### src/sv/tsp_pkg.sv
// Package with the types, codes and constants of the test rig sequencer.
package tsp_pkg;

    localparam int unsigned CFG_ADDR_W = 8;

    localparam logic [CFG_ADDR_W-1:0] REG_REQUESTED_LOOP_TOTAL = 8'd0;
    localparam logic [CFG_ADDR_W-1:0] REG_PULSE_WIDTH_MIN_US   = 8'd1;
    localparam logic [CFG_ADDR_W-1:0] REG_PULSE_WIDTH_MAX_US   = 8'd2;
    localparam logic [CFG_ADDR_W-1:0] REG_RESET_HOLD_SECONDS   = 8'd3;

    localparam logic [15:0] PULSE_WIDTH_MIN_RESET = 16'd990;
    localparam logic [15:0] PULSE_WIDTH_MAX_RESET = 16'd1010;
    localparam logic [3:0]  RESET_HOLD_RESET      = 4'd10;

    localparam logic [2:0] KIND_CONTROL   = 3'd0;
    localparam logic [2:0] KIND_LOOP_RISE = 3'd1;
    localparam logic [2:0] KIND_LOOP_FALL = 3'd2;
    localparam logic [2:0] KIND_TORQUE    = 3'd3;
    localparam logic [2:0] KIND_TICK      = 3'd4;

    localparam logic [1:0] HEAT_NONE    = 2'd0;
    localparam logic [1:0] HEAT_OFF     = 2'd1;
    localparam logic [1:0] HEAT_COMPUTE = 2'd2;
    localparam logic [1:0] HEAT_ARM     = 2'd3;

    localparam logic [1:0] PROG_NONE = 2'd0;
    localparam logic [1:0] PROG_RUN  = 2'd1;
    localparam logic [1:0] PROG_STOP = 2'd2;

    localparam logic [2:0] CODE_STANDBY = 3'd0;
    localparam logic [2:0] CODE_HEATING = 3'd1;
    localparam logic [2:0] CODE_RUNNING = 3'd2;
    localparam logic [2:0] CODE_PAUSED  = 3'd3;
    localparam logic [2:0] CODE_DONE    = 3'd4;
    localparam logic [2:0] CODE_RESETRQ = 3'd5;

    typedef enum logic [5:0] {
        MODE_STANDBY = 6'b000001,
        MODE_HEATING = 6'b000010,
        MODE_RUNNING = 6'b000100,
        MODE_PAUSED  = 6'b001000,
        MODE_DONE    = 6'b010000,
        MODE_RESETRQ = 6'b100000
    } mode_t;

    typedef struct packed {
        logic [31:0] requested_loop_total;
        logic [15:0] pulse_width_min_us;
        logic [15:0] pulse_width_max_us;
        logic [3:0]  reset_hold_seconds;
    } cfg_t;

    typedef struct packed {
        logic [2:0]  kind;
        logic        run_switch;
        logic        reset_switch;
        logic        sump_below_setpoint;
        logic [31:0] time_us;
    } item_t;

    typedef struct packed {
        logic [2:0]  program_state;
        logic [1:0]  heater_command;
        logic [1:0]  program_command;
        logic        read_torque;
        logic [31:0] loop_total;
        logic [3:0]  seconds_to_reset;
        logic        test_was_reset;
    } result_t;

    function automatic logic [2:0] mode_code(input mode_t m);
        logic [2:0] code;
        case (m)
            MODE_STANDBY: code = CODE_STANDBY;
            MODE_HEATING: code = CODE_HEATING;
            MODE_RUNNING: code = CODE_RUNNING;
            MODE_PAUSED:  code = CODE_PAUSED;
            MODE_DONE:    code = CODE_DONE;
            MODE_RESETRQ: code = CODE_RESETRQ;
            default:      code = CODE_STANDBY;
        endcase
        return code;
    endfunction

endpackage

### src/sv/tsp_core.sv
// Sequencer state and the combinational update that one event beat applies to it.
module tsp_core (
    input  logic              aclk,
    input  logic              aresetn,
    input  logic              step,
    input  tsp_pkg::item_t    item,
    input  tsp_pkg::cfg_t     cfg,
    output tsp_pkg::result_t  result
);
    import tsp_pkg::*;

    mode_t       mode_reg, mode_next;
    logic [31:0] loop_count_reg, loop_count_next;
    logic [31:0] rise_time_reg, rise_time_next;
    logic        awaiting_fall_reg, awaiting_fall_next;
    logic        torque_pending_reg, torque_pending_next;
    logic [3:0]  countdown_reg, countdown_next;

    logic [1:0]  heater;
    logic [1:0]  prog;
    logic        torque;
    logic        was_reset;
    logic [31:0] pulse_width;
    logic        in_window;
    logic        count_reached;
    logic [3:0]  hold_start;

    assign pulse_width   = item.time_us - rise_time_reg;
    assign in_window     = (pulse_width >= {16'd0, cfg.pulse_width_min_us})
                         && (pulse_width < {16'd0, cfg.pulse_width_max_us});
    assign count_reached = loop_count_reg >= cfg.requested_loop_total;
    assign hold_start    = (cfg.reset_hold_seconds == 4'd0) ? 4'd1 : cfg.reset_hold_seconds;

    always_comb begin
        mode_next           = mode_reg;
        loop_count_next     = loop_count_reg;
        rise_time_next      = rise_time_reg;
        awaiting_fall_next  = awaiting_fall_reg;
        torque_pending_next = torque_pending_reg;
        countdown_next      = countdown_reg;
        heater              = HEAT_NONE;
        prog                = PROG_NONE;
        torque              = 1'b0;
        was_reset           = 1'b0;
        case (item.kind)
            KIND_CONTROL: begin
                case (mode_reg)
                    MODE_STANDBY: begin
                        if (item.run_switch) begin
                            mode_next = MODE_HEATING;
                        end else if (item.reset_switch) begin
                            mode_next = MODE_RESETRQ;
                        end else begin
                            heater = HEAT_OFF;
                        end
                    end
                    MODE_HEATING: begin
                        heater = HEAT_COMPUTE;
                        if (!item.run_switch) begin
                            mode_next = MODE_PAUSED;
                        end else if (item.sump_below_setpoint) begin
                            prog   = PROG_STOP;
                            heater = HEAT_ARM;
                        end else if (item.reset_switch) begin
                            mode_next = MODE_RESETRQ;
                        end else begin
                            mode_next = MODE_RUNNING;
                        end
                    end
                    MODE_RUNNING: begin
                        prog   = PROG_RUN;
                        heater = HEAT_COMPUTE;
                        if (count_reached) begin
                            mode_next = MODE_DONE;
                        end else if (torque_pending_reg) begin
                            torque_pending_next = 1'b0;
                            torque              = 1'b1;
                        end else if (item.reset_switch) begin
                            mode_next = MODE_RESETRQ;
                        end
                        if (!item.run_switch) begin
                            mode_next = MODE_PAUSED;
                        end
                    end
                    MODE_PAUSED: begin
                        prog   = PROG_STOP;
                        heater = HEAT_OFF;
                        if (item.run_switch) begin
                            mode_next = MODE_HEATING;
                        end else if (item.reset_switch) begin
                            mode_next = MODE_RESETRQ;
                        end
                    end
                    MODE_DONE: begin
                        heater = HEAT_OFF;
                        prog   = PROG_STOP;
                        if (item.reset_switch) begin
                            mode_next = MODE_RESETRQ;
                        end
                    end
                    MODE_RESETRQ: begin
                        if (!item.reset_switch) begin
                            countdown_next = 4'd0;
                            mode_next      = count_reached ? MODE_DONE : MODE_PAUSED;
                        end else begin
                            heater = HEAT_OFF;
                            prog   = PROG_STOP;
                            if (countdown_reg == 4'd0) begin
                                countdown_next = hold_start;
                            end
                        end
                    end
                    default: mode_next = MODE_STANDBY;
                endcase
            end
            KIND_LOOP_RISE: begin
                if (!awaiting_fall_reg) begin
                    rise_time_next     = item.time_us;
                    awaiting_fall_next = 1'b1;
                end
            end
            KIND_LOOP_FALL: begin
                if (awaiting_fall_reg) begin
                    if (in_window && (loop_count_reg != 32'hFFFF_FFFF)) begin
                        loop_count_next = loop_count_reg + 32'd1;
                    end
                    awaiting_fall_next = 1'b0;
                end
            end
            KIND_TORQUE: begin
                torque_pending_next = 1'b1;
            end
            KIND_TICK: begin
                if ((mode_reg == MODE_RESETRQ) && (countdown_reg != 4'd0)) begin
                    if (!item.reset_switch) begin
                        countdown_next = 4'd0;
                    end else begin
                        countdown_next = countdown_reg - 4'd1;
                        if (countdown_reg == 4'd1) begin
                            loop_count_next = 32'd0;
                            mode_next       = MODE_STANDBY;
                            was_reset       = 1'b1;
                        end
                    end
                end
            end
            default: ;
        endcase
    end

    always_ff @(posedge aclk) begin
        if (!aresetn) begin
            mode_reg           <= MODE_STANDBY;
            loop_count_reg     <= 32'd0;
            rise_time_reg      <= 32'd0;
            awaiting_fall_reg  <= 1'b0;
            torque_pending_reg <= 1'b0;
            countdown_reg      <= 4'd0;
        end else if (step) begin
            mode_reg           <= mode_next;
            loop_count_reg     <= loop_count_next;
            rise_time_reg      <= rise_time_next;
            awaiting_fall_reg  <= awaiting_fall_next;
            torque_pending_reg <= torque_pending_next;
            countdown_reg      <= countdown_next;
        end
    end

    always_comb begin
        result.program_state    = mode_code(mode_next);
        result.heater_command   = heater;
        result.program_command  = prog;
        result.read_torque      = torque;
        result.loop_total       = loop_count_next;
        result.seconds_to_reset = countdown_next;
        result.test_was_reset   = was_reset;
    end

endmodule

### config.mk
export PLATFORM = sky130hd
export DESIGN_NAME = tsp_core
export DESIGN_NICKNAME = d
export VERILOG_FILES = /design/src/sv/tsp_pkg.sv /design/src/sv/tsp_core.sv
export SDC_FILE = /design/constraint.sdc
export NUM_CORES = 1
export LEC_CHECK = 0
export BUFFER_PORTS_ARGS = -buffer_cell sky130_fd_sc_hd__buf_4
export CAP_MARGIN = 20
export CORE_AREA = 2 2 125 127
export CTS_CLUSTER_SIZE = 25
export DETAILED_ROUTE_END_ITERATION = 8
export DIE_AREA = 0 0 127 129
export PLACE_DENSITY = 0.82
export SYNTH_ARGS = -nofsm -noshare
export SYNTH_HDL_FRONTEND = slang
export SYNTH_SLANG_ARGS = --single-unit
export TNS_END_PERCENT = 1
### constraint.sdc
create_clock -name aclk -period 12.4 [get_ports aclk]
set_input_delay 3.72 -clock aclk [delete_from_list [all_inputs] [get_ports aclk]]
set_output_delay 3.72 -clock aclk [all_outputs]
set_load 0.01 [all_outputs]
# ---- Word-level counts from Yosys, hierarchy flattened
# Index checks and enable logic that the tools add are counted.
dict set report totals {
  elab_cells 99
  inputBits 109
  register_bits 76
}
dict set report classes {
  bitwise_logic 1
  magnitude_cmp 3
  n_eq_ne 19
  muxes 53
  n_reduce_logical 14
  add_sub_neg 3
}
# op n
set ops {}
lappend ops {{32-bit two-way mux} 5}
lappend ops {{6-bit two-way mux} 12}
lappend ops {{32-bit one-hot mux with 2 select lines} 1}
lappend ops {{32-bit by 1-bit adder with 32-bit output, second input constant} 1}
lappend ops {{32-bit by 16-bit greater-or-equal comparator with 1-bit output} 1}
lappend ops {{32-bit greater-or-equal comparator} 1}
lappend ops {{32-bit by 16-bit less-than comparator with 1-bit output} 1}
lappend ops {{32-bit != test, second input constant} 1}
lappend ops {{32-bit subtractor} 1}
lappend ops {{6-bit one-hot mux with 5 select lines} 1}
lappend ops {{4-bit two-way mux} 6}
lappend ops {{1-bit two-way mux} 15}
lappend ops {{3-bit one-hot mux with 5 select lines} 1}
lappend ops {{6-bit by 2-bit equality test with 1-bit output, second input constant} 2}
lappend ops {{6-bit by 3-bit equality test with 1-bit output, second input constant} 2}
lappend ops {{6-bit by 4-bit equality test with 1-bit output, second input constant} 2}
lappend ops {{6-bit by 5-bit equality test with 1-bit output, second input constant} 2}
lappend ops {{6-bit equality test, second input constant} 2}
lappend ops {{6-bit one-hot mux with 2 select lines} 1}
lappend ops {{2-bit two-way mux} 5}
lappend ops {{2-bit one-hot mux with 5 select lines} 1}
lappend ops {{4-bit logical NOT} 2}
lappend ops {{2-bit one-hot mux with 4 select lines} 1}
lappend ops {{4-bit one-hot mux with 2 select lines} 1}
lappend ops {{19 further kinds} 25}

# ---- Depth between registers and ports, before layout
# Gate-level depths: netlist (run 1).
dict set report logic_depth {
  depth_word 8
  ltp_mapped 24
}

# ---- Worst setup path before layout (run 1)
# No wires, ideal clock.
dict set report synth_path {
  kind {in2out}
  startpoint {in item[0] (netlist name)}
  endpoint {out result[23] (netlist name)}
  stages 22
  t_arrival_ns 8.039
  path_slack_ns 0.641
  t_required_ns 8.680
  cell_sequence {inv_1 ha_1 inv_1 fa_1 a21o_1 a31oi_1 o21ba_2 buf_4 nand2_1 xor2_1 ha_1 nand2_1 o21ai_0 a41o_1 or3b_1 nand4b_1 a2111oi_0 nand4_1 a2111o_1 buf_6 o311ai_0 o31ai_1}
}
# element line
set synth_lines {}
lappend synth_lines {{start: declaration} tsp_core.sv:6} ;# input tsp_pkg::item_t item,
lappend synth_lines {{end: declaration} tsp_core.sv:8} ;# output tsp_pkg::result_t result

==> reports/qor.yml, run 1 <==
outcome:
  outcome: "completed"
logic_synthesis:
  synth_top_family_by_area: "simple AND/OR/NAND/NOR gates"
  synth-xor-area-share_pct: 2.14
  synth_seq_cells: 76
  ys_async_sr_fraction_pct: 0
  avgSynthCellArea_um2: 7.05
  yosys.area_share.adder_pct: 14.5
  synth-edff-count: 0
  syn_nets: 1428
  synthCells: 1220
  synth-compound-area-share_pct: 25.8
  yosysUniqueCellTypes: 85
  synthSimpleGateAreaFrac_pct: 29.7
  synth_mux_area_share_pct: 2.37
  yosysWarnings: 0
  ys_seq_area_share_pct: 17.7
  syn_area_um2: 8610
  ys.flop_type: "dfxtp_1"
final_layout:
  multi_input_area_um2: 6500
  final_cells: 1538
  drive_above_1_share_pct: 17.0
  postLayoutCellArea_um2: 10300
  n_fill_cell: 1333
  diodes: 0
  syn2layout_area_growth_pct: 19.7
  ff_latch_area_um2: 1520
  finalNetCount: 1553
min_path:
  hold_end: "rise_time_reg[11]"
  min_path_cells: 2
  min_from: "rise_time_reg[11]"
  min_path_type: "reg -> reg"
placement:
  gp_congestion: 1.00
  portBuffers: 153
  dp_slack_ps: -101
  placed_cell_area_um2: 9910
  dp_hpwl_mm: 19.4
  dp.cells: 1520
clock_tree:
  htreeDepth: 3
  cts-root-buf: "clkbuf_16"
  tritoncts: "done"
  cts_made_buffers: 9
  clock_path_buffers: 2
  clock_latency_ps: 350
  clkTransAtPathRegs_ps: 60
  cts_hold_buf: 0
  cts_sinks: 76
flow_run:
  cap_violations: 0
routing:
  wl_per_cell_um: 16.5
  dr.pass1.iters: 6
  remaining_drc_errors: 0
  antenna_left: 0
  finalWirelength_mm: 25.4
  drt_iter0_markers: 859
  via_count: 9460
  via_per_inst: 6.15
global_route:
  grt_pass1_vias: 8735
  grt-busiest-layer: "met2"
  antenna_found_initial: 0
  grt_usage_pct: 30.6
  grt_pass1_wl_mm: 41.4
  use_met3_pct: 5.61
  grt_max_degree: 46
  met1_usage_pct: 38.5
  use_met2_pct: 52.7
  globalRoute.totalOverflow: 0
die:
  die_width_um: 127
  ioPinCount: 154
  die_area_um2: 16400
  row_count: 45
  start_util_pct: 57.5
  core_area_um2: 15000
  die_h_um: 129
power:
  finalPower_mw: 0.742
  p_leak_nw: 4.55
  vdd_ir_drop_max_v: 0.0000824
  powerDensity_nw_per_um2: 72.0
sta:
  finalCritPeriodShare_pct: 98.2
  finalWorstSetupSlack_ps: 222
  setup_violations: 0
  slew_violations: 0
  fmax_ghz: 0.0821
  hold_viol_final: 0
  hold_slack_ps: 455
  period_needed_ps: 12180
  fin_worst_skew_ps: 6.24
  maxSlewHeadroom_pct: 27.7
  worst_pin_slew_ps: 1060
critical_path:
  r2r-start: "rise_time_reg[4]"
  critPathKind: "in -> out"
  crit_chain: "buf_4 > ha_2 > a21oi_1 > nand2_1 > o21ai_0 > and2_1 > nor3_1 > nor2_1 > xnor2_1 > ha_1 > nand2_1 > o21ai_1 > a41o_1 > or3b_1 > nand4b_1 > a2111oi_4 > nand4_1 > a2111o_1 > nor3_2 > buf_4 > nand4_1 > mux2i_1 > buf_4"
  arrival_ps: 8460
  cp-start-kind: "primary input"
  crit_fanout: 7
  r2r_cells: 23
  end_kind: "output port"
  cpLargestDelayFamily: "simple AND/OR/NAND/NOR gates"
  slowest_stage: "a2111o_1"
  rrSetupSlack_ps: 7280
  critPathRequiredTime_ps: 8680
  cp_num_buf_inv: 3
  path_common_cell: "buf_4"
  crit_path_max_incr_delay_ps: 490
  r2r-end: "loop_count_reg[27]"
[cells in the mapped netlist, types with 6 or more instances]
cell type / number / area, µm²
a21o_1: 35 / 263
buf_2: 7 / 35.0
mux2i_1: 17 / 170
a31oi_1: 7 / 43.8
and4_1: 6 / 52.6
nand3_1: 32 / 160
xnor2_1: 13 / 114
nor4_1: 13 / 81.3
o21ai_0: 56 / 280
o21a_1: 7 / 52.6
a211oi_1: 11 / 82.6
clkbuf_1: 47 / 176
o21bai_1: 12 / 90.1
o31ai_1: 9 / 67.6
nor3_1: 37 / 185
nand4_1: 35 / 219
and2_1: 6 / 37.5
o311ai_0: 6 / 52.6
ha_1: 98 / 1230
o31a_1: 6 / 52.6
nand2b_1: 10 / 62.6
a2111oi_0: 6 / 52.6
xor2_1: 8 / 70.1
nand2_1: 186 / 698
nor2b_1: 11 / 68.8
a21oi_1: 106 / 531
inv_1: 108 / 405
nand3b_1: 7 / 52.6
and3_1: 19 / 119
o211ai_1: 14 / 105
nor2_1: 78 / 293
dfxtp_1: 76 / 1520
or3_1: 13 / 81.3
[worst max path at each step]
stage,start,end,slack (ps),cells after the start
5_1_grt,item[8],result[28],-60,22
4_1_cts,item[0],result[18],-4,23
3_3_place_gp,item[0],result[23],20,23
2_1_floorplan,item[0],result[23],640,22
6_report,item[4],result[28],220,23
3_5_place_dp,item[0],result[23],-100,23
[placed cells by master, fill, tap and decap left out, types with 6 or more instances in the layout]
master,netlist,layout
o31a_1,6,6
a21o_1,35,35
o31ai_1,9,9
a21oi_1,106,105
nand4_1,35,35
nand2_1,186,186
nand2b_1,10,10
and2_1,6,6
mux2i_1,17,17
and3_1,19,19
a211oi_1,11,11
o21ai_0,56,53
o21a_1,7,7
a31oi_1,7,6
o211ai_1,14,14
nor3_1,37,36
buf_4,3,173
o21bai_1,12,12
and4_1,6,6
ha_1,98,97
inv_1,108,108
nor2b_1,11,11
nor2_1,78,77
nand3_1,32,31
or3_1,13,13
clkbuf_16,0,9
nand3b_1,7,7
nor4_1,13,13
xnor2_1,13,12
xor2_1,8,8
dfxtp_1,76,76
[final cells by class]
cell class	count	share of cell area (%)
sequential	76	14.8
tap	188	2.28
inverter	110	4.01
clock inverter	3	0.182
timing repair buffer	175	13.1
multi-input combinational	973	63.1
clock buffer	13	2.62
[metal layers]
metal	vias to the layer above	part of all wire [%]
li1	4694	-
met1	4308	42
met2	390	47
met3	68	7.3
met4	0	2.8
met5	-	0
[stage by stage]
| step | util [%] | TNS [ps] |
|---|---|---|
| 2_1_floorplan | - | 0 |
| 3_3_place_gp | 66.0 | 0 |
| 3_5_place_dp | 66.2 | -299 |
| 4_1_cts | 68.2 | -4.32 |
| 5_1_grt | 68.8 | -87.6 |
| 6_report | 68.8 | 0 |
[worst min-delay path, cell delays in order (launching register included)]
cell     delay, ps
dfxtp_1        310
nand2_1         50
a21oi_1         50
[power breakdown]
| group | switching, mW | internal [mW] |
|---|---|---|
| sequential | 0.00362 | 0.248 |
| clock | 0.112 | 0.152 |
| combinational | 0.128 | 0.0983 |
| total | 0.243 | 0.499 |
[what timing repair did]
action	CTS	global route
resized for setup	4	17
endpoints found under the setup margin	10	24
buffers inserted	0	2
gates cloned	0	0
pin swaps	0	8
[kinds of logic after synthesis]
kind of cell    count (synthesis)
mux                            20
buf+inv                       171
simple gates                  498
xor+xnor                       21
flops                          76
compound gates                335
fa+ha+maj                      99
Note: power is estimated with default switching activity, not from simulation.
==> run 2: changes to the inputs <==
==> config.mk (replaced) <==
export PLATFORM = sky130hd
export DESIGN_NAME = tsp_core
export DESIGN_NICKNAME = d
export VERILOG_FILES = /design/src/sv/tsp_pkg.sv /design/src/sv/tsp_core.sv
export SDC_FILE = /design/constraint.sdc
export NUM_CORES = 1
export LEC_CHECK = 0
export CAP_MARGIN = 20
export CORE_AREA = 2 2 123 125
export CTS_CLUSTER_SIZE = 25
export DETAILED_ROUTE_END_ITERATION = 8
export DIE_AREA = 0 0 125 127
export DONT_BUFFER_PORTS = 1
export PLACE_DENSITY = 0.75
export SYNTH_ARGS = -nofsm -noshare
export SYNTH_HDL_FRONTEND = slang
export SYNTH_SLANG_ARGS = --single-unit
export TNS_END_PERCENT = 1
==> run 2 against run 1 <==
Register-to-register slack about the same; die area decreased by 3.1%; critical path depth unchanged; flip-flop and latch count unchanged; clock-buffer cell count down 1; routed wire length down 3.2%; sequential power hardly changed; via count fell by 6.6%; total power down 2.0%; non-clock buffer count down 145; global-route usage is 0.47 points lower; critical path type unchanged; largest power group unchanged; highest routed layer unchanged.
==> reports/qor.yml, run 2 (synthesis gave the netlist of run 1 again) <==
routing:
  wl_per_cell_um: 17.7  # was 16.5 µm
  drt_iter0_markers: 757  # was 859
  wl_met1_mm: 10.5  # was 10.8 mm
  via_per_inst: 6.36  # was 6.15
  dr.pass1.iters: 5  # was 6
  antenna_left: 0  # unchanged
  via_count: 8839  # was 9460
  dr.max_layer_used: "met4"  # unchanged
  finalWirelength_mm: 24.6  # was 25.4 mm
  routed-wl-met3_mm: 1.73  # was 1.86 mm
  remaining_drc_errors: 0  # unchanged
  wl_met2_mm: 11.6  # was 12.1 mm
power:
  swShare_pct: 31.4  # was 32.8%
  power_frac_seq_pct: 34.6  # was 33.9%
  p_int_mw: 0.499  # about the same
  clockPowerShare_pct: 39.8  # was 35.6%
  powerDensity_nw_per_um2: 79.3  # was 72.0 nW/µm²
  p_sw_mw: 0.229  # was 0.243 mW
  p_leak_nw: 3.83  # was 4.55 nW
  p_comb_share_pct: 25.6  # was 30.5%
  vdd_ir_drop_max_v: 0.0000558  # was 0.0000824 V
min_path:
  min_from: "rise_time_reg[4]"  # was rise_time_reg[11]
  min_path_cells: 2  # unchanged
  hold_end: "rise_time_reg[4]"  # was rise_time_reg[11]
  min_path_type: "reg -> reg"  # unchanged
critical_path:
  crit_path_max_incr_delay_ps: 490  # about the same
  cp-start-kind: "primary input"  # unchanged
  crit_fanout: 9  # was 7
  crit_chain: "inv_1 > ha_1 > inv_1 > fa_1 > a21o_1 > a31oi_4 > o21ai_1 > a21o_1 > a21oi_1 > xnor2_1 > ha_1 > a211o_1 > o211ai_1 > a21oi_1 > o211ai_1 > nand4b_1 > a2111oi_2 > nand4_1 > a2111o_1 > buf_4 > nor4_4 > mux2i_1 > buf_4"  # was buf_4 > ha_2 > a21oi_1 > nand2_1 > o21ai_0 > and2_1 > nor3_1 > nor2_1 > xnor2_1 > ha_1 > nand2_1 > o21ai_1 > a41o_1 > or3b_1 > nand4b_1 > a2111oi_4 > nand4_1 > a2111o_1 > nor3_2 > buf_4 > nand4_1 > mux2i_1 > buf_4
  r2r-start: "rise_time_reg[4]"  # unchanged
  r2r-end: "loop_count_reg[27]"  # unchanged
  arrival_ps: 8350  # was 8460 ps
  critPathKind: "in -> out"  # unchanged
  end_kind: "output port"  # unchanged
  cpLargestDelayFamily: "compound AO/OA/AOI/OAI gates"  # was simple AND/OR/NAND/NOR gates
  rrSetupSlack_ps: 7280  # about the same
  r2r_cells: 22  # was 23
  critPathRequiredTime_ps: 8680  # about the same
  cp_num_buf_inv: 4  # was 3
  slowest_stage: "a2111o_1"  # unchanged
final_layout:
  post-route-util_pct: 63.6  # was 68.8%
  layout_common_cells: "186 x nand2_1, 108 x inv_1, 106 x a21oi_1"  # was 186 x nand2_1, 173 x buf_4, 108 x inv_1
  final_cells: 1389  # was 1538
  syn2layout_area_growth_pct: 6.56  # was 19.7%
  finalNetCount: 1408  # was 1553
  final_common_cell: "nand2_1"  # unchanged
  diodes: 0  # unchanged
  postLayoutCellArea_um2: 9170  # was 10300 µm²
  drive_above_1_share_pct: 6.56  # was 17.0%
placement:
  dp.cells: 1372  # was 1520
  portBuffers: 0  # was 153
  placed_cell_area_um2: 8800  # was 9910 µm²
  dp_hpwl_mm: 18.8  # was 19.4 mm
  dp_slack_ps: -6.07  # was -101 ps
  gp_congestion: 0.993  # was 1.00
clock_tree:
  cts_made_buffers: 9  # unchanged
  tritoncts: "done"  # unchanged
  clock_path_buffers: 2  # unchanged
  clock_latency_ps: 350  # about the same
  cts_sinks: 76  # unchanged
  htreeDepth: 3  # unchanged
  cts-root-buf: "clkbuf_16"  # unchanged
  clkTransAtPathRegs_ps: 60  # about the same
global_route:
  globalRoute.totalOverflow: 0  # unchanged
  grt_pass1_wl_mm: 39.9  # was 41.4 mm
  grt_max_degree: 45  # was 46
  grt_pass1_vias: 8131  # was 8735
  antenna_found_initial: 0  # unchanged
  grt_usage_pct: 30.1  # was 30.6%
die:
  die_area_um2: 15900  # was 16400 µm²
  ioPinCount: 154  # unchanged
  start_util_pct: 59.7  # was 57.5%
  core_area_um2: 14400  # was 15000 µm²
  die_width_um: 125  # was 127 µm
  die_h_um: 127  # was 129 µm
  row_count: 44  # was 45
sta:
  hold_slack_ps: 455  # about the same
  setup_violations: 0  # unchanged
  maxSlewHeadroom_pct: 41.6  # was 27.7%
  hold_viol_final: 0  # unchanged
  fmax_ghz: 0.0829  # was 0.0821 GHz
  rsz0062_at_grt: "no"
  finalWorstSetupSlack_ps: 335  # was 222 ps
  worst_pin_slew_ps: 854  # was 1060 ps
  fin_worst_skew_ps: 8.99  # was 6.24 ps
  finalCritPeriodShare_pct: 97.3  # was 98.2%
  slew_violations: 0  # unchanged
  period_needed_ps: 12070  # was 12180 ps
flow_run:
  cap_violations: 0  # unchanged
outcome:
  outcome: "completed"  # unchanged
[run 2: changes by cell type in the layout (fill, tap and decap cells not counted), moves of 2 or more]
cell,previous run,this run
a2111oi_0,3,5
buf_4,173,30
bufinv_16,0,2
clkbuf_1,1,3
clkbuf_8,3,0
[run 2: worst max-delay path by stage]
stage	start	endpoint	cells after the start
2_1_floorplan	item[0]	result[23]	22
3_3_place_gp	item[0]	result[23]	22
3_5_place_dp	item[0]	result[23]	22
4_1_cts	item[0]	result[23]	22
5_1_grt	item[0]	result[32]	22
6_report	item[0]	result[32]	23
[run 2: layout make-up]
cell class	count	area, µm²
multi-input cells	973	6470
repair buffers	30	225
clock buffers	12	236
clock inverters	4	73.8
fillers	1325	5250
well taps	184	230
inverters	110	413
flip-flops and latches	76	1520
[run 2: what timing repair did]
action | CTS | global route
setup buffers | 0 | 1
gates resized for setup | 1 | 13
hold buffers | 0 | 0
pin swaps | 0 | 5
hold endpoints to repair | 0 | 0
setup endpoints to repair | 2 | 23
[run 2: metrics by stage]
step                power, mW  setup TNS [ps]
floorplan               0.399               0
global placement        0.436               0
detailed placement      0.439           -6.07
CTS                     0.726               0
global route            0.762               0
finish                  0.727               0
[run 2: worst reg2reg max path: stages (launching register included)]
cell	delay, ps
dfxtp_1	320
inv_1	40
ha_1	390
a21oi_1	230
nand2_1	100
o21ai_0	350
and2_1	230
nor3_1	70
nor2_1	110
xnor2_1	90
ha_1	330
nand2_1	60
o21ai_1	150
a41o_1	150
or3b_1	350
nand4b_1	200
a2111oi_2	270
nand4_1	130
a2111o_1	490
buf_4	230
nor4_4	300
nor4b_1	320
a311o_1	150
[run 2: power groups by stage]
stage | Sequential, mW | Combinational, mW | Clock, mW
final | 0.252 | 0.186 | 0.290
after global routing | 0.252 | 0.210 | 0.300
after CTS | 0.252 | 0.183 | 0.291
after detailed placement | 0.257 | 0.182 | 0
after global placement | 0.257 | 0.179 | 0
after floorplan | 0.255 | 0.144 | 0
[run 2: routing by layer]
layer  vias to the layer above  global-route usage, %
met3                        55                   5.70
met1                      4060                   38.2
met5                         -                      0
met4                         0                   11.7
li1                       4385                      -
met2                       339                   50.8
==> run 3: changes to the inputs <==
==> constraint.sdc (replaced) <==
create_clock -name aclk -period 12.3 [get_ports aclk]
set_input_delay 3.69 -clock aclk [delete_from_list [all_inputs] [get_ports aclk]]
set_output_delay 3.69 -clock aclk [all_outputs]
set_load 0.01 [all_outputs]
==> run 3 against run 2 <==
First-iteration DRC count shrank 11%; register-to-register slack lost 100 ps; die area is the same; final area shrank 0.11%; clock-buffer cell count is the same; clock power shrank 9.0%; critical path type unchanged; critical endpoint is now result[31]; largest power group unchanged; highest routed layer unchanged.
==> reports/qor.yml, run 3 (synthesis gave the netlist of run 1 again) <==
flow_run:
  cap_violations: 0  # unchanged
sta:
  slew_violations: 0  # unchanged
  finalCritPeriodShare_pct: 97.6
  worst_pin_slew_ps: 827  # was 854 ps
  hold_viol_final: 0  # unchanged
  maxSlewHeadroom_pct: 44.2  # was 41.6%
  period_needed_ps: 12010
  fin_worst_skew_ps: 6.68  # was 8.99 ps
  setup_violations: 0  # unchanged
  fmax_ghz: 0.0833
  finalWorstSetupSlack_ps: 291  # was 335 ps
  setup_tns_ps: 0  # unchanged
  rsz0062_at_grt: "yes"  # was no
power:
  finalPower_mw: 0.704  # was 0.727 mW
  p_comb_share_pct: 26.5  # was 25.6%
  power_frac_seq_pct: 36.0  # was 34.6%
  p_int_mw: 0.476  # was 0.499 mW
  p_leak_nw: 3.83  # about the same
  swShare_pct: 32.4  # was 31.4%
  powerDensity_nw_per_um2: 76.9  # was 79.3 nW/µm²
  clockPowerShare_pct: 37.5  # was 39.8%
  vdd_ir_drop_max_v: 0.0000650  # was 0.0000558 V
  p_sw_mw: 0.228  # was 0.229 mW
critical_path:
  endpoint: "result[31]"  # was result[32]
  critPathRequiredTime_ps: 8610  # was 8680 ps
  r2r-start: "rise_time_reg[4]"  # unchanged
  crit_path_max_incr_delay_ps: 420  # was 490 ps
  cp-start-kind: "primary input"  # unchanged
  cp-startpoint: "item[0]"  # unchanged
  crit_fanout: 22  # was 9
  critPathKind: "in -> out"  # unchanged
  slowest_stage: "nor4_1"  # was a2111o_1
  r2r_cells: 22  # unchanged
  arrival_ps: 8320  # was 8350 ps
  crit_chain: "inv_1 > ha_1 > inv_1 > fa_1 > a21o_1 > a31oi_4 > o21ai_0 > a21o_1 > a21oi_1 > xnor2_1 > ha_1 > a211o_1 > o211ai_1 > a21oi_1 > o211ai_1 > and3_1 > nand3_1 > nor4_1 > and4_1 > buf_4 > nand2_1 > o21ai_0 > buf_4"  # was inv_1 > ha_1 > inv_1 > fa_1 > a21o_1 > a31oi_4 > o21ai_1 > a21o_1 > a21oi_1 > xnor2_1 > ha_1 > a211o_1 > o211ai_1 > a21oi_1 > o211ai_1 > nand4b_1 > a2111oi_2 > nand4_1 > a2111o_1 > buf_4 > nor4_4 > mux2i_1 > buf_4
  r2r-end: "loop_count_reg[4]"  # was loop_count_reg[27]
  rrSetupSlack_ps: 7180  # was 7280 ps
  end_kind: "output port"  # unchanged
final_layout:
  ff_latch_area_um2: 1520  # unchanged
  syn2layout_area_growth_pct: 6.44  # was 6.56%
  post-route-util_pct: 63.5  # was 63.6%
  diodes: 0  # unchanged
  drive_above_1_share_pct: 7.05  # was 6.56%
  layout_common_cells: "186 x nand2_1, 108 x inv_1, 105 x a21oi_1"  # was 186 x nand2_1, 108 x inv_1, 106 x a21oi_1
  finalNetCount: 1408  # unchanged
  final_common_cell: "nand2_1"  # unchanged
  n_fill_cell: 1344  # was 1325
  postLayoutCellArea_um2: 9160  # was 9170 µm²
  multi_input_area_um2: 6480  # was 6470 µm²
clock_tree:
  clkTransAtPathRegs_ps: 60  # about the same
  htreeDepth: 3  # unchanged
  tritoncts: "done"  # unchanged
  clock_latency_ps: 340  # was 350 ps
  cts_sinks: 76  # unchanged
  cts-root-buf: "clkbuf_16"  # unchanged
  clock_path_buffers: 2  # unchanged
  cts_made_buffers: 9  # unchanged
placement:
  portBuffers: 0  # unchanged
  gp_congestion: 1.01  # was 0.993
  placed_cell_area_um2: 8790  # was 8800 µm²
  dp_slack_ps: -77.8  # was -6.07 ps
  dp_hpwl_mm: 18.7  # was 18.8 mm
die:
  start_util_pct: 59.7  # unchanged
  row_count: 44  # unchanged
  ioPinCount: 154  # unchanged
  core_area_um2: 14400  # unchanged
  die_area_um2: 15900  # unchanged
  die_width_um: 125  # unchanged
  die_h_um: 127  # unchanged
outcome:
  outcome: "completed"  # unchanged
min_path:
  min_path_type: "reg -> reg"  # unchanged
routing:
  remaining_drc_errors: 0  # unchanged
  dr.pass1.iters: 7  # was 5
  drt_iter0_markers: 676  # was 757
  antenna_left: 0  # unchanged
  via_count: 8871  # was 8839
  via_per_inst: 6.39  # was 6.36
  wl_per_cell_um: 17.6  # was 17.7 µm
  finalWirelength_mm: 24.4  # was 24.6 mm
global_route:
  grt_pass1_wl_mm: 39.7  # was 39.9 mm
  grt_max_degree: 40  # was 45
  grt_usage_pct: 30.0  # was 30.1%
  grt_pass1_vias: 8179  # was 8131
  antenna_found_initial: 0  # unchanged
  globalRoute.totalOverflow: 0  # unchanged
==> run 3: changes by cell type in the layout (fill, tap and decap cells not counted), moves of 2 or more <==
cell       delta
bufinv_16     -2
clkbuf_1      -3
clkinv_2      +2
clkbuf_8      +3
a2111oi_0     -2
a2111oi_1     +2
==> run 3: metal layers <==
metal  global-route usage (%)  part of all wire, %  vias to the layer above
li1                         -                    -                     4395
met3                     5.74                  7.3                       45
met1                     38.6                   44                     4095
met5                        0                    0                        -
met2                     50.6                   46                      336
met4                     10.1                  2.7                        0
==> run 3: per-stage QoR <==
| step | hold WS (ps) | instances |
|---|---|---|
| after detailed placement | 448 | 1371 |
| after global placement | 442 | 1371 |
| after global routing | 473 | 1389 |
| after CTS | 456 | 1387 |
| after floorplan | 436 | 1220 |
| final | 453 | 1389 |
==> run 3: worst min-delay path by stage <==
stage / cells after the start / slack, ps / end / from
after floorplan: 2 / 440 / rise_time_reg[10] / rise_time_reg[10]
after global placement: 2 / 440 / rise_time_reg[12] / rise_time_reg[12]
after detailed placement: 2 / 450 / rise_time_reg[9] / rise_time_reg[9]
after CTS: 2 / 460 / rise_time_reg[1] / rise_time_reg[1]
after global routing: 2 / 470 / rise_time_reg[8] / rise_time_reg[8]
final: 2 / 450 / rise_time_reg[10] / rise_time_reg[10]
==> run 3: final cells by class <==
class	count	area share, %
inverter	110	4.51
sequential	76	16.6
clock buffer	12	2.91
clock inverter	4	0.246
tap	184	2.51
timing repair buffer	30	2.46
multi-input combinational	973	70.8
==> run 3: power groups by stage <==
stage               sequential, mW  clock [mW]  combinational, mW
floorplan                    0.258           0              0.145
global placement             0.259           0              0.179
detailed placement           0.259           0              0.181
CTS                          0.254       0.266              0.182
global route                 0.254       0.277              0.208
finish                       0.254       0.264              0.186
==> run 3: what timing repair did <==
action	in CTS	in global routing
setup buffers	0	2
hold buffers	0	0
resized for setup	1	19
pin swaps	0	4
endpoints found under the setup margin	2	21
==> run 3: worst max-delay path: cells and delay by family <==
| kind | cells | cell delay [ps] |
|---|---|---|
| compound gates | 10 | 1980 |
| simple gates | 5 | 1200 |
| fa+ha+maj | 3 | 760 |
| buf+inv | 4 | 570 |
| xor+xnor | 1 | 120 |
